File: src/rtl/core/rde_pkg.sv
`timescale 1ns / 1ps

package rde_pkg;

    localparam int VALUE_W  = 63;
    localparam int RADIX_W  = 5;
    localparam int DIGIT_W  = 4;
    localparam int SYM_W    = 8;
    localparam int POS_W    = 7;
    localparam int CNT_W    = 6;
    localparam int CFG_W    = 64;
    localparam int CFG_IDX_W = 2;

    localparam int DEF_MAX_SYMBOLS = 16;
    localparam logic [RADIX_W-1:0] BASE_LEN_RESET = RADIX_W'(10);

    // divider: one 64-bit dividend word, eight quotient bits per cycle
    localparam int DIV_WORD_W         = 64;
    localparam int DIV_BITS_PER_CYCLE = 8;
    localparam int DIV_STEPS          = DIV_WORD_W / DIV_BITS_PER_CYCLE;
    localparam int DIV_STEP_W         = $clog2(DIV_STEPS);

    typedef enum logic [CFG_IDX_W-1:0] {
        REG_BASE_LEN      = 2'd0,
        REG_ALPHABET_LOW  = 2'd1,
        REG_ALPHABET_HIGH = 2'd2
    } cfg_reg_t;

    typedef struct packed {
        logic [VALUE_W-1:0] value;
        logic               start_pos;
    } item_t;

    typedef struct packed {
        logic [SYM_W-1:0] symbol;
        logic [POS_W-1:0] position;
        logic             last;
    } result_t;

    typedef struct packed {
        logic               start;
        logic [RADIX_W-1:0] divisor;
    } div_req_t;

    typedef struct packed {
        logic               done;
        logic [DIGIT_W-1:0] remainder;
    } div_stat_t;

endpackage

File: src/rtl/core/rde_div_unit.sv
`timescale 1ns / 1ps

module rde_div_unit
    import rde_pkg::*;
(
    input  logic               clk,
    input  logic               rst_n,
    input  div_req_t           req,
    input  logic [VALUE_W-1:0] dividend,
    output div_stat_t          stat,
    output logic [VALUE_W-1:0] quotient
);

    logic                  busy_reg, busy_next;
    logic                  done_reg, done_next;
    logic [DIV_STEP_W-1:0] step_reg, step_next;
    logic [DIV_WORD_W-1:0] work_reg, work_next;
    logic [DIGIT_W-1:0]    part_reg, part_next;
    logic [RADIX_W-1:0]    dvsr_reg, dvsr_next;

    logic [DIV_WORD_W-1:0] shift_w;
    logic [DIGIT_W-1:0]    shift_p;

    // restoring division, eight bits per cycle; partial remainder stays below divisor
    always_comb
    begin
        logic [DIGIT_W:0] trial;
        shift_w = work_reg;
        shift_p = part_reg;
        for (int i = 0; i < DIV_BITS_PER_CYCLE; i++)
        begin
            trial   = {shift_p, shift_w[DIV_WORD_W-1]};
            shift_w = {shift_w[DIV_WORD_W-2:0], 1'b0};
            if (trial >= dvsr_reg)
            begin
                trial      = trial - dvsr_reg;
                shift_w[0] = 1'b1;
            end
            shift_p = trial[DIGIT_W-1:0];
        end
    end

    always_comb
    begin
        busy_next = busy_reg;
        done_next = 1'b0;
        step_next = step_reg;
        work_next = work_reg;
        part_next = part_reg;
        dvsr_next = dvsr_reg;
        if (req.start)
        begin
            busy_next = 1'b1;
            step_next = '0;
            work_next = {{(DIV_WORD_W - VALUE_W){1'b0}}, dividend};
            part_next = '0;
            dvsr_next = req.divisor;
        end
        else if (busy_reg)
        begin
            work_next = shift_w;
            part_next = shift_p;
            step_next = step_reg + DIV_STEP_W'(1);
            if (step_reg == DIV_STEP_W'(DIV_STEPS - 1))
            begin
                busy_next = 1'b0;
                done_next = 1'b1;
            end
        end
    end

    always_ff @(posedge clk or negedge rst_n)
    begin
        if (!rst_n)
        begin
            busy_reg <= 1'b0;
            done_reg <= 1'b0;
            step_reg <= '0;
        end
        else
        begin
            busy_reg <= busy_next;
            done_reg <= done_next;
            step_reg <= step_next;
        end
    end

    always_ff @(posedge clk)
    begin
        work_reg <= work_next;
        part_reg <= part_next;
        dvsr_reg <= dvsr_next;
    end

    assign stat.done      = done_reg;
    assign stat.remainder = part_reg;
    assign quotient       = work_reg[VALUE_W-1:0];

endmodule

File: src/rtl/core/radix_digit_emitter.sv
`timescale 1ns / 1ps

// Converts a non-negative 63-bit value into digits of a radix from 2 to 16, using a
// software-loaded symbol alphabet. Each accepted word yields a terminator word (symbol
// zero) at position start_pos plus digit count, then the digit symbols least significant
// first at falling positions; the final word carries last. A zero value gives only the
// terminator. One shared divider does all the work, eight quotient bits per cycle, and
// every digit is divided out twice, once to count and once to emit. The item side stalls
// from acceptance until the final word has been loaded into the output register. The
// radix taken from its register is clamped to 2..MAX_SYMBOLS; the alphabet is emitted
// as loaded.
module radix_digit_emitter
    import rde_pkg::*;
#(
    parameter int MAX_SYMBOLS = DEF_MAX_SYMBOLS
)
(
    input  logic                 clk,
    input  logic                 rst_n,
    // item channel
    input  logic                 item_valid,
    output logic                 item_stall,
    input  item_t                item,
    // result channel
    output logic                 result_valid,
    input  logic                 result_stall,
    output result_t              result,
    // configuration writes
    input  logic                 cfg_we,
    input  logic [CFG_IDX_W-1:0] cfg_index,
    input  logic [CFG_W-1:0]     cfg_data
);

    localparam logic [RADIX_W-1:0] MAX_RADIX = RADIX_W'(MAX_SYMBOLS);
    localparam logic [RADIX_W-1:0] MIN_RADIX = RADIX_W'(2);

    // sequencer: count digits, emit terminator, then divide and emit each digit
    typedef enum logic [4:0] {
        S_IDLE  = 5'b00001,
        S_COUNT = 5'b00010,
        S_TERM  = 5'b00100,
        S_DIGIT = 5'b01000,
        S_EMIT  = 5'b10000
    } state_t;

    state_t state_reg, state_next;

    // configuration registers
    logic [RADIX_W-1:0] base_len_reg;
    logic [CFG_W-1:0]   alpha_lo_reg;
    logic [CFG_W-1:0]   alpha_hi_reg;

    // working registers of one conversion
    logic [VALUE_W-1:0] value_reg, value_next;
    logic               start_reg, start_next;
    logic [VALUE_W-1:0] remaining_reg, remaining_next;
    logic [CNT_W-1:0]   cnt_reg, cnt_next;
    logic [POS_W-1:0]   write_pos_reg, write_pos_next;
    logic [DIGIT_W-1:0] digit_reg, digit_next;

    // output register
    logic    res_valid_reg, res_valid_next;
    result_t res_word_reg, res_word_next;

    div_req_t           div_req;
    div_stat_t          div_stat;
    logic [VALUE_W-1:0] div_quot;

    logic [RADIX_W-1:0]     radix;
    logic [2*CFG_W-1:0]     alphabet;
    logic [SYM_W-1:0]       digit_sym;
    logic                   out_free;
    logic                   item_take;

    // clamp the radix into the usable range
    always_comb
    begin
        priority if (base_len_reg < MIN_RADIX)
            radix = MIN_RADIX;
        else if (base_len_reg > MAX_RADIX)
            radix = MAX_RADIX;
        else
            radix = base_len_reg;
    end

    assign alphabet  = {alpha_hi_reg, alpha_lo_reg};
    assign digit_sym = alphabet[{digit_reg, 3'b000} +: SYM_W];

    // output slot is free when empty or its word leaves this cycle
    assign out_free  = !res_valid_reg || !result_stall;
    assign item_take = item_valid && (state_reg == S_IDLE);

    always_comb
    begin
        state_next     = state_reg;
        value_next     = value_reg;
        start_next     = start_reg;
        remaining_next = remaining_reg;
        cnt_next       = cnt_reg;
        write_pos_next = write_pos_reg;
        digit_next     = digit_reg;
        res_valid_next = res_valid_reg && result_stall;
        res_word_next  = res_word_reg;
        div_req.start   = 1'b0;
        div_req.divisor = radix;

        unique case (state_reg)
            S_IDLE:
            begin
                if (item_take)
                begin
                    value_next     = item.value;
                    start_next     = item.start_pos;
                    remaining_next = item.value;
                    cnt_next       = '0;
                    if (item.value == '0)
                        state_next = S_TERM;
                    else
                    begin
                        div_req.start = 1'b1;
                        state_next    = S_COUNT;
                    end
                end
            end
            S_COUNT:
            begin
                // counting pass: one digit per division until the quotient is zero
                if (div_stat.done)
                begin
                    cnt_next       = cnt_reg + CNT_W'(1);
                    remaining_next = div_quot;
                    if (div_quot == '0)
                        state_next = S_TERM;
                    else
                        div_req.start = 1'b1;
                end
            end
            S_TERM:
            begin
                if (out_free)
                begin
                    res_valid_next         = 1'b1;
                    res_word_next.symbol   = '0;
                    res_word_next.position = POS_W'(start_reg) + POS_W'(cnt_reg);
                    res_word_next.last     = (value_reg == '0);
                    write_pos_next         = POS_W'(start_reg) + POS_W'(cnt_reg);
                    remaining_next         = value_reg;
                    if (value_reg == '0)
                        state_next = S_IDLE;
                    else
                    begin
                        div_req.start = 1'b1;
                        state_next    = S_DIGIT;
                    end
                end
            end
            S_DIGIT:
            begin
                if (div_stat.done)
                begin
                    digit_next     = div_stat.remainder;
                    remaining_next = div_quot;
                    state_next     = S_EMIT;
                end
            end
            S_EMIT:
            begin
                // digits come out least significant first at falling positions
                if (out_free)
                begin
                    res_valid_next         = 1'b1;
                    res_word_next.symbol   = digit_sym;
                    res_word_next.position = write_pos_reg - POS_W'(1);
                    res_word_next.last     = (remaining_reg == '0);
                    write_pos_next         = write_pos_reg - POS_W'(1);
                    if (remaining_reg == '0)
                        state_next = S_IDLE;
                    else
                    begin
                        div_req.start = 1'b1;
                        state_next    = S_DIGIT;
                    end
                end
            end
            default:
            begin
                state_next = S_IDLE;
            end
        endcase
    end

    rde_div_unit u_div
    (
        .clk      (clk),
        .rst_n    (rst_n),
        .req      (div_req),
        .dividend (remaining_next),
        .stat     (div_stat),
        .quotient (div_quot)
    );

    always_ff @(posedge clk or negedge rst_n)
    begin
        if (!rst_n)
        begin
            state_reg     <= S_IDLE;
            res_valid_reg <= 1'b0;
            base_len_reg  <= BASE_LEN_RESET;
            alpha_lo_reg  <= '0;
            alpha_hi_reg  <= '0;
        end
        else
        begin
            state_reg     <= state_next;
            res_valid_reg <= res_valid_next;
            // unknown register indexes are ignored
            if (cfg_we)
            begin
                unique case (cfg_index)
                    REG_BASE_LEN:      base_len_reg <= cfg_data[RADIX_W-1:0];
                    REG_ALPHABET_LOW:  alpha_lo_reg <= cfg_data;
                    REG_ALPHABET_HIGH: alpha_hi_reg <= cfg_data;
                    default:           ;
                endcase
            end
        end
    end

    always_ff @(posedge clk)
    begin
        value_reg     <= value_next;
        start_reg     <= start_next;
        remaining_reg <= remaining_next;
        cnt_reg       <= cnt_next;
        write_pos_reg <= write_pos_next;
        digit_reg     <= digit_next;
        res_word_reg  <= res_word_next;
    end

    // the item side is open only between conversions
    assign item_stall   = (state_reg != S_IDLE);
    assign result_valid = res_valid_reg;
    assign result       = res_word_reg;

endmodule

File: config.mk
export PLATFORM = sky130hd
export DESIGN_NAME = radix_digit_emitter
export DESIGN_NICKNAME = d
export VERILOG_FILES = /design/src/rtl/core/rde_pkg.sv /design/src/rtl/core/rde_div_unit.sv /design/src/rtl/core/radix_digit_emitter.sv
export SDC_FILE = /design/constraint.sdc
export NUM_CORES = 1
export LEC_CHECK = 0
export BUFFER_PORTS_ARGS = -buffer_cell sky130_fd_sc_hd__buf_4
export CAP_MARGIN = 20
export CORE_ASPECT_RATIO = 1.1
export CORE_UTILIZATION = 40
export CTS_CLUSTER_SIZE = 20
export DETAILED_ROUTE_END_ITERATION = 10
export PLACE_DENSITY_LB_ADDON = 0.2
export RECOVER_POWER = 100
export SLEW_MARGIN = 20
export SYNTH_ARGS = -nofsm -noshare
export SYNTH_HDL_FRONTEND = slang
export SYNTH_SLANG_ARGS = --single-unit
File: constraint.sdc
create_clock -name clk -period 14.3 [get_ports clk]
set_input_delay 1.43 -clock clk [delete_from_list [all_inputs] [get_ports clk]]
set_output_delay 1.43 -clock clk [all_outputs]
set_load 0.02 [all_outputs]
== After elaboration in Yosys (flattened, before gate mapping) ==
Index checks and enable logic that the tools add are counted.
Operators by class
  add/sub/neg operators: 12
  equality and inequality tests: 15
  magnitude comparators: 10
  mux-type cells: 61
  reductions and logical operators: 24
  shift operators: 1
Operators with widths (number)
  63-bit two-way mux: 5
  63-bit zero test: 4
  63-bit case mux with 3 select lines: 1
  128-bit by 8-bit indexed part select with 8-bit output: 1
  5-bit >= comparator: 8
  4-bit two-way mux: 10
  5-bit two-way mux: 7
  16-bit two-way mux: 2
  16-bit case mux with 2 select lines: 1
  4-bit subtractor: 8
  5-bit case mux with 5 select lines: 1
  1-bit two-way mux: 24
  7-bit two-way mux: 2
  7-bit case mux with 2 select lines: 1
  6-bit two-way mux: 2
  6-bit case mux with 2 select lines: 1
  2-bit AND reduction: 5
  3-bit two-way mux: 3
  2-bit != test, second input constant: 4
  1-bit by 6-bit adder with 7-bit output: 1
  7-bit by 1-bit subtractor with 7-bit output, second input constant: 1
  6-bit by 1-bit adder with 6-bit output, second input constant: 1
  3-bit AND reduction: 2
  6-bit AND reduction: 1
  other kinds (20): 27
Storage, ports and cells
  logic and storage cells: 145
  register bits after elaboration: 377
  input bits: 135

== Logic depth before layout (Yosys ltp) ==
Gate-level depths: netlist (run 1).
  word-level depth: 18
  mapped depth: 49
  mapped depth without buffers: 48

== Hierarchy ==
A second synthesis (run 1) with hierarchy kept.
Second synthesis, totals
  cells, all modules: 1390
  area total of the unflattened synthesis: 18497.7 um^2
By module, submodules not included
  radix_digit_emitter: cells each 913, area an instance 12942.4 um^2, instances 1, sequential area each 7445.9 um^2
  rde_div_unit: cells each 477, area an instance 5555.3 um^2, instances 1, sequential area each 2267.2 um^2

== Least setup slack after synthesis (run 1) ==
Ideal clock, no wire load.
  path kind: register -> register
  start point: register u_div.dvsr_reg[1]
  end point: register u_div.part_reg[2]
  period minus slack after synthesis: 10.434 ns
  arrival: 10.356 ns
  stages on the path, launching flop included: 47
  data required time: 14.222 ns
  buffers on the path: 2
  path slack: 3.866 ns
  path through: edfxtp_1 > inv_1 > ha_1 > a31oi_1 > o21ai_1 > mux2_2 > ha_1 > a21o_1 > a31oi_1 > o21ai_1 > nor2b_1 > a21o_1 > ha_1 > a21o_1 > a31oi_1 > o21ai_1 > mux2_2 > ha_1 > [... 11 more ...] > o21ai_0 > o221a_2 > clkbuf_1 > mux2_2 > inv_1 > ha_1 > nand2_1 > o21ai_0 > o21ba_2 > clkbuf_1 > mux2i_1 > ha_1 > a21o_1 > a31oi_1 > o21ai_1 > nor3_1 > a221o_1 > nor3_1
Between the ends
  cells in the longest elaborated chain, start to end: 16
  elaborated cells on any way between the ends: 24
  those cells by class: add/sub (8); order compare (8); mux (8)
Ends and longest elaborated chain
  start, declared: RTL line rde_div_unit.sv:19  | logic [RADIX_W-1:0] dvsr_reg, dvsr_next;
  start signal, assigned: RTL line rde_div_unit.sv:92  | dvsr_reg <= dvsr_next;
  4-bit subtractor or 5-bit >= comparator (tied branches): RTL line rde_div_unit.sv:36, rde_div_unit.sv:34
  4-bit two-way mux: RTL line rde_div_unit.sv:34  | if (trial >= dvsr_reg)
  4-bit subtractor or 5-bit >= comparator (tied branches): RTL line rde_div_unit.sv:36, rde_div_unit.sv:34
  4-bit two-way mux: RTL line rde_div_unit.sv:34
  4-bit subtractor or 5-bit >= comparator (tied branches): RTL line rde_div_unit.sv:36, rde_div_unit.sv:34
  4-bit two-way mux: RTL line rde_div_unit.sv:34
  5-bit >= comparator or 4-bit subtractor (tied branches): RTL line rde_div_unit.sv:34, rde_div_unit.sv:36
  4-bit two-way mux: RTL line rde_div_unit.sv:34
  4-bit subtractor or 5-bit >= comparator (tied branches): RTL line rde_div_unit.sv:36, rde_div_unit.sv:34
  4-bit two-way mux: RTL line rde_div_unit.sv:34
  4-bit subtractor or 5-bit >= comparator (tied branches): RTL line rde_div_unit.sv:36, rde_div_unit.sv:34
  4-bit two-way mux: RTL line rde_div_unit.sv:34
  5-bit >= comparator or 4-bit subtractor (tied branches): RTL line rde_div_unit.sv:34, rde_div_unit.sv:36
  4-bit two-way mux: RTL line rde_div_unit.sv:34
  4-bit subtractor or 5-bit >= comparator (tied branches): RTL line rde_div_unit.sv:36, rde_div_unit.sv:34
  4-bit two-way mux *: RTL line rde_div_unit.sv:34
  end signal, assigned: RTL line rde_div_unit.sv:91  | part_reg <= part_next;
  end, declared: RTL line rde_div_unit.sv:18  | logic [DIGIT_W-1:0] part_reg, part_next;
Mark *: on every way between the ends. The rest lies on a longest branch, timed or not.
A chain may end at the register's enable or synchronous reset.

== Worst setup path after layout (run 1) ==
Ends and elaborated chain as after synthesis.

==> impl_results.md, run 1 <==
- Vias per cell: 5.74
- TNS Setup: 0 ns
- DIE HEIGHT: around 230 um
- R2r endpoint: u_div.part_reg[2]
- WP data arrival: 13.07 ns
- Avg Inst Size Synth: roughly 12 um2
- Post-Syn Area: ~18000 um2
- CP endpoint kind: register
- Syn. warnings: 0
- # port buffers: between 150 and 200
- Busiest grt layer: met2
- Leading area contributor after synthesis: edfxtp_1
- Most frequent cells after synthesis: nand2_1 (265), mux2_2 (167), edfxtp_1 (158)
- Count of final setup violators: 0
- CTS Buf Count: about 40
- DRC: 0
- M2 GR Usage: between 30% and 40%
- Deepest clock path buffer count: 3
- Fin crit share: approximately 88%
- Slew Limit Fails: 586
- Critical Path Start Type: register
- DP HPWL: between 30000 and 40000 um
- ANT cells: 0
- Seq cells post-synth: 370
- Number of hold buffers added after CTS: 0
- CTS resizes: 0
- Synth cell types: 67
- Vias in the first global route: 12765
- Drt first-iter violations: just under 1000
- Met3 Track Usage GR: between 4 and 5%
- Final hold vios: 0
- DR vias: around 13000
- Post-CTS Setup Repair Bufs: 0
- Reg2reg start: u_div.dvsr_reg[1]
- Util after Layout: 46.2%
- Drt wl/cell: roughly 23 um
- Min-delay worst type: register to register
- Largest net degree at the start of global routing: 84
- Top-count cell post-synth: nand2_1
- Final WL: around 50000 um
- First-pass GRT wire length: roughly 77000 um
- Core area: between 40000 and 50000 um2
- Hold path start: remaining_reg[24]
- Syn nets: between 1500 and 2000
- Status: finished with violations
- Hold endpoint: remaining_reg[24]
- Synth top area cells: edfxtp_1 (26%), dfrtp_1 (19%), mux2_2 (10%), dfxtp_1 (7.4%), nand2_1 (5.4%)
- Die area: around 47000 um2
- Worst skew pair latency: roughly 0.57 ns
- Yosys top cell area share: between 20 and 30%
- Drt pass-1 iters: 5
- Async S/R FF share, synth: between 30% and 40%
- ANT nets after route: 0
- Max incr delay on CP: 0.74 ns
- Die W: slightly above 200 um
- Placement Rows: 81
- Met1 usage: between 20 and 30%
- Clock period minus worst slack: ~13 ns
- Unrepaired setup endpoints after global routing: no
- Overall Global Routing Usage: between 20% and 30%
- Nets: between 1500 and 2000
- Cell mode on critical path: ha_1
- CP Data Required Time: about 15 ns
- Violated checks: capacitance limit, slew limit
- Clock root buffer: clkbuf_16
- Slew at the pin closest to its max-slew limit: 4.45 ns
- Crit path kind: register to register
- Sequential area share after synthesis: about 53%
- Worst hold path depth: 2
- Synth Instances: 1495
- H-tree levels: 2
- Top Ports: 153
- Final GP Congestion: 0.865
- Maximum fanout along the worst path: 10
- R2R setup slack: between 1.5 and 2 ns
- Number of max-cap violations: 10
- Slew headroom: -197%
- CTS tree: done
- Grt total ovfl: 0
- Critical-path top delay cell: o21ai_0
- Clock skew: 0.0199 ns
- Fmax achieved: 0.0793 GHz
- CTS sink cnt: 370
- Initial cell density of the core: roughly two fifths
- Top_reg_cell synth: edfxtp_1
- Number of flops mapped to enable cells by yosys: ~160
- Area added between synthesis and finish: 12.9%
- Reg2Reg Depth: 45
- Layout cells sized above 1: 21.3%
- Initial antenna violation count: 3
- Worst-path clk slew: around 0.060 ns
layout make-up:
| class | count | area (um2) |
|---|---|---|
| repair buffers | 165 | 897 |
| clock inverters | 8 | 47.5 |
| clock buffers | 66 | 1220 |
| multi-input cells | 1007 | 7960 |
| fillers | 4213 | 24100 |
| flip-flops and latches | 370 | 9710 |
| inverters | 37 | 140 |
| well taps | 581 | 727 |
placed cells by master, fill, tap and decap left out, types with 14 or more instances in the layout:
cell type and n:
a21oi_1 76, dfrtp_1 141, nor2b_1 14, xnor2_1 20, nor2_1 31, buf_4 73, edfxtp_1 158, ha_1 46
nor3_1 16, clkbuf_16 43, nand2_1 264, mux2_2 164, nand4_1 16, dfxtp_1 68, nor4_1 61, clkbuf_1 108
a21o_1 16, mux2i_1 15, inv_1 36, mux2_1 39, mux4_2 40, a221oi_1 57, o21ai_0 18
worst max-delay path: cells and delay by family (launching register included):
kind / cells / cell delay (ns)
flip-flops: 1 / 0.65
AO/OA/AOI/OAI: 22 / 5.79
buffers and inverters: 3 / 0.53
AND/OR/NAND/NOR: 6 / 0.65
adder cells (fa/ha/maj): 8 / 2.46
multiplexers: 6 / 2.39
cells by family (layout without fill, tap and decap cells):
family          after synthesis  in the layout  share of synthesized area (%)
xor+xnor                     33             33                           1.58
fa+ha+maj                    55             55                           4.07
buf+inv                     118            276                           2.86
flops                       370            370                           53.0
compound gates              218            218                           8.31
mux                         261            261                           19.2
simple gates                440            440                           11.0
stage by stage:
| step | cell area, um2 | setup WS, ns | hold slack, ns | std cells |
|---|---|---|---|---|
| 2_1_floorplan | 18300 | 3.87 | 0.438 | 1495 |
| 3_3_place_gp | 20000 | 2.88 | 0.457 | 2160 |
| 3_5_place_dp | 20000 | 2.29 | 0.469 | 2160 |
| 4_1_cts | 21200 | 2.29 | 0.481 | 2234 |
| 5_1_grt | 20700 | 0.660 | 0.504 | 2234 |
| 6_report | 20700 | 1.69 | 0.476 | 2234 |
per-layer routing:
metal  wire (um)  share of wire, %
met2       24100                48
met3        3260               6.5
met1       21600                43
met5          35             0.069
met4        1460               2.9
how the worst max path moves through the flow:
stage | from | endpoint | slack (ns) | cells after the start
floorplan | u_div.dvsr_reg[1] | u_div.part_reg[2] | 3.87 | 46
global placement | u_div.dvsr_reg[1] | u_div.part_reg[2] | 2.88 | 45
detailed placement | u_div.dvsr_reg[1] | u_div.part_reg[2] | 2.29 | 45
CTS | u_div.dvsr_reg[1] | u_div.part_reg[2] | 2.29 | 45
global route | u_div.dvsr_reg[1] | u_div.part_reg[2] | 0.66 | 45
finish | u_div.dvsr_reg[1] | u_div.part_reg[2] | 1.69 | 45
Power of run 1 is left out: the tool's default activity adds up to more than one toggle a clock period on the data nets, which glitch-free logic cannot reach.
==> run 2, diff against run 1 <==
- ABC_CLOCK_PERIOD_IN_PS: not set -> 12000
- clock period: 14.3 -> 12 ns (I/O delays scaled with it)
==> impl_results.md, run 2 (synthesis results as in run 1) <==
- R2r endpoint: u_div.part_reg[2]
- Nets: approximately 1800
- Top Ports: approximately 150
- Hold path start: remaining_reg[24]
- Worst skew pair latency: ~0.56 ns
- Placed standard-cell area: 20000 um2
- Reg2reg start: u_div.dvsr_reg[0]
- Violated checks: capacitance limit, slew limit
- Most common cell after layout, fill and taps aside: nand2_1
- Core area: 44800 um2
- Largest net degree at the start of global routing: 84
- Clock skew: 0.0270 ns
- DR vias: around 13000
- Pre-CTS setup slack: between 0.5 and 0.6 ns
- Hold endpoint: remaining_reg[24]
- ANT nets after route: 0
- Clock root buffer: clkbuf_16
- WP data arrival: around 12 ns
- CTS sink cnt: 370
- Final worst slack: roughly 0.82 ns
- Max incr delay on CP: ~0.55 ns
- Critical Path Start Type: register
- Slew Limit Fails: ~500
- Grt total ovfl: 0
- # port buffers: about 150
- WHS: ~0.48 ns
- ANT cells: 0
- Min-delay worst type: register to register
- Worst hold path depth: 2
- DP HPWL: about 35000 um
- Initial cell density of the core: between 40% and 50%
- Vias in the first global route: 12797
- DIE HEIGHT: between 200 and 250 um
- Unrepaired setup endpoints after global routing: no
- Clock period minus worst slack: 11.18 ns
- Fmax achieved: just under 0.09 GHz
- Critical-path top delay cell: edfxtp_1
- Maximum fanout along the worst path: 9
- CP endpoint kind: register
- First-pass GRT wire length: slightly below 80000 um
- Slew headroom: -198%
- Cell mode on critical path: ha_1
- Placement Rows: 81
- Deepest clock path buffer count: 3
- Most frequent cells in the layout: nand2_1 (264), mux2_2 (162), edfxtp_1 (158)
- Crit path kind: register to register
- R2R setup slack: 0.82 ns
- Count of final setup violators: 0
- Fin area: approximately 21000 um2
- Layout cells sized above 1: a little over a fifth
- Initial antenna violation count: 1
- Reg2Reg Depth: 44
- Final hold vios: 0
- Drt wl/cell: 22.6 um
- TNS Setup: 0 ns
- Area added between synthesis and finish: 13.5%
- Drt pass-1 iters: 5
- Fillers: 4120
- CTS tree: done
- Worst-path clk slew: 0.06 ns
- Fin crit share: 93.2%
- Final WL: ~50000 um
- H-tree levels: 2
- Final GP Congestion: ~0.86
- Die area: 46700 um2
- Number of max-cap violations: 8
- Status: finished with violations
- CP Data Required Time: 12.47 ns
- DRC: 0
- Drt first-iter violations: 886
- Overall Global Routing Usage: 21.8%
- Vias per cell: roughly 5.7
- Die W: roughly 210 um
- Slew at the pin closest to its max-slew limit: around 4.5 ns
- CTS Buf Count: a little over 40
## run 2: final cells by class
type                            instances  area (um2)  share of cell area [%]
Timing Repair Buffer                  168         927                    4.45
Inverter                               37         140                   0.673
Multi-Input combinational cell       1007        7980                    38.3
Sequential cell                       370        9710                    46.7
Clock buffer                           63        1200                    5.78
Clock inverter                         10         126                   0.607
Tap cell                              581         727                    3.49
## run 2: metal layers
layer	vias to the layer above	wire length [um]	GRT usage [%]
met3	71	3070	3.41
li1	5843	-	-
met1	6483	21500	29.6
met5	-	17	0
met4	2	1160	5.60
met2	456	24700	36.2
## run 2: what timing repair did
item	CTS	global route
buffers inserted	0	1
hold buffers	0	0
endpoints found under the hold margin	0	0
endpoints found under the setup margin	0	5
resized for setup	0	3
## run 2: through the flow
stage	utilization [%]	cells
after floorplan	-	1495
after global routing	46.5	2236
final	46.5	2236
after CTS	47.6	2235
after global placement	44.6	2162
after detailed placement	44.6	2162
## run 2: how the worst max path moves through the flow
| stage | startpoint | endpoint | slack, ns | cells after the start |
|---|---|---|---|---|
| floorplan | u_div.dvsr_reg[1] | u_div.part_reg[2] | 1.57 | 46 |
| global placement | u_div.dvsr_reg[1] | u_div.part_reg[2] | 0.94 | 45 |
| detailed placement | u_div.dvsr_reg[1] | u_div.part_reg[2] | 0.50 | 45 |
| CTS | u_div.dvsr_reg[1] | u_div.part_reg[2] | 0.44 | 45 |
| global route | u_div.dvsr_reg[0] | u_div.part_reg[2] | 0.03 | 44 |
| finish | u_div.dvsr_reg[0] | u_div.part_reg[2] | 0.82 | 44 |
## run 2: critical path, delay by kind of cell (launching register included)
| kind | cells | cell delay [ns] |
|---|---|---|
| fa+ha+maj | 8 | 2.29 |
| compound gates | 21 | 4.94 |
| buf+inv | 1 | 0.08 |
| simple gates | 8 | 0.79 |
| mux | 6 | 2.41 |
| flops | 1 | 0.55 |
Power of run 2 is left out for the same reason.
==> run 3, diff against run 2 <==
- CTS_BUF_LIST: not set -> sky130_fd_sc_hd__clkbuf_8 sky130_fd_sc_hd__clkbuf_16
==> impl_results.md, run 3 (synthesis results as in run 1) <==
- Number of hold buffers added after CTS: 0
- Fillers: 4120
- Die area: 46700 um2
- H-tree levels: 2
- Slew Limit Fails: ~500
- Most common cell after layout, fill and taps aside: nand2_1
- First-pass GRT wire length: 77200 um
- Nets: approximately 1800
- Worst Path Buf+Inv: 2
- Top Ports: roughly 150
- Slew headroom: -198%
- Clock skew: about 0.028 ns
- ANT cells: 0
- Unrepaired setup endpoints after global routing: no
- Critical path origin: u_div.dvsr_reg[0]
- Crit path max-delay family: compound AO/OA/AOI/OAI gates
- Busiest grt layer: met2
- CP Data Required Time: ~12 ns
- Cell mode on critical path: ha_1
- Final hold vios: 0
- Min-delay worst type: register to register
- Drt pass-1 iters: 6
- Placed standard-cell area: ~20000 um2
- Clock period minus worst slack: around 11 ns
- Worst Setup EP: u_div.part_reg[2]
- Grt total ovfl: 0
- CTS sink cnt: 370
- Die W: between 200 and 250 um
- R2r endpoint: u_div.part_reg[2]
- Worst-path clk slew: around 0.060 ns
- Max incr delay on CP: roughly 0.55 ns
- Status: finished with violations
- Area added between synthesis and finish: 13.5%
- Drt wl/cell: 22.6 um
- Worst hold path depth: 2
- Final GP Congestion: about 0.86
- # port buffers: 152
- Pre-CTS setup slack: around 0.5 ns
- Fin area: between 20000 and 25000 um2
- Met3 Track Usage GR: approximately 3.4%
- Hold path start: remaining_reg[24]
- Vias in the first global route: approximately 13000
- TNS Setup: 0 ns
- Critical Path Start Type: register
- Maximum fanout along the worst path: 9
- DP HPWL: ~35000 um
- Placement Rows: between 80 and 90
- Fmax achieved: roughly 0.090 GHz
- Clock root buffer: clkbuf_16
- CTS tree: done
- Vias per cell: between 5 and 6
- Overall Global Routing Usage: a little over a fifth
- Count of final setup violators: 0
- Fin crit share: between 90 and 100%
- Initial antenna violation count: 1
- Critical path depth: between 40 and 50
- DRC: 0
- Drt first-iter violations: approximately 890
- Final WL: 50500 um
- M2 GR Usage: a little over a third
- Number of max-cap violations: 8
- Reg2Reg Depth: 45
- ANT nets after route: 0
- R2R setup slack: between 0.8 and 0.9 ns
- Most frequent cells in the layout: nand2_1 (264), mux2_2 (162), edfxtp_1 (158)
- Final worst slack: 0.852 ns
- DIE HEIGHT: 227 um
- Slew at the pin closest to its max-slew limit: between 4 and 5 ns
- DR vias: 12862
- Worst skew pair latency: about 0.56 ns
- Reg2reg start: u_div.dvsr_reg[0]
- Deepest clock path buffer count: 3
- CTS Buf Count: 41
- Critical-path top delay cell: edfxtp_1
- Core area: ~45000 um2
- Crit path kind: register to register
- WHS: about 0.48 ns
- Largest net degree at the start of global routing: 84
- Initial cell density of the core: 40.9%
- Layout cells sized above 1: 21.6%
- WP data arrival: between 10 and 15 ns
- CP endpoint kind: register
- Violated checks: capacitance limit, slew limit
- Met1 usage: a little under 30%
run 3: cell types whose count changed in the layout (fill, tap and decap cells not counted), sizes merged:
| cell | delta |
|---|---|
| clkbuf | -16 |
| inv | +16 |
run 3: timing repair:
action,CTS,global route
setup endpoints to repair,0,5
gates resized for setup,0,3
setup buffers,0,1
run 3: worst register-to-register path, delay by kind of cell, from the launching register on:
family                   cells  cell delay, ns
adder cells (fa/ha/maj)      8            2.40
buffers and inverters        2            0.14
AND/OR/NAND/NOR              7            0.73
flip-flops                   1            0.55
AO/OA/AOI/OAI               22            4.95
multiplexers                 6            2.30
run 3: how the worst min path moves through the flow:
stage	slack [ns]	end
3_5_place_dp	0.47	remaining_reg[55]
4_1_cts	0.48	remaining_reg[10]
2_1_floorplan	0.44	digit_reg[3]
5_1_grt	0.49	remaining_reg[50]
3_3_place_gp	0.46	remaining_reg[16]
6_report	0.48	remaining_reg[24]
run 3: layout make-up:
class / instances / area, um2 / area share (%)
clock buffers: 47 / 1140 / 5.49
clock inverters: 26 / 186 / 0.896
inverters: 37 / 140 / 0.673
multi-input cells: 1007 / 7980 / 38.3
flip-flops and latches: 370 / 9710 / 46.7
well taps: 581 / 727 / 3.49
repair buffers: 168 / 927 / 4.45
run 3: per-layer routing:
metal	vias up	part of all wire, %
met5	-	0.034
met4	2	2.3
met3	69	6.1
met2	461	49
met1	6475	43
li1	5855	-
run 3: metrics by stage:
step	utilization [%]	instances
finish	46.5	2236
global route	46.5	2236
CTS	47.6	2235
detailed placement	44.6	2162
global placement	44.6	2162
floorplan	-	1495
Power of run 3 is left out for the same reason.
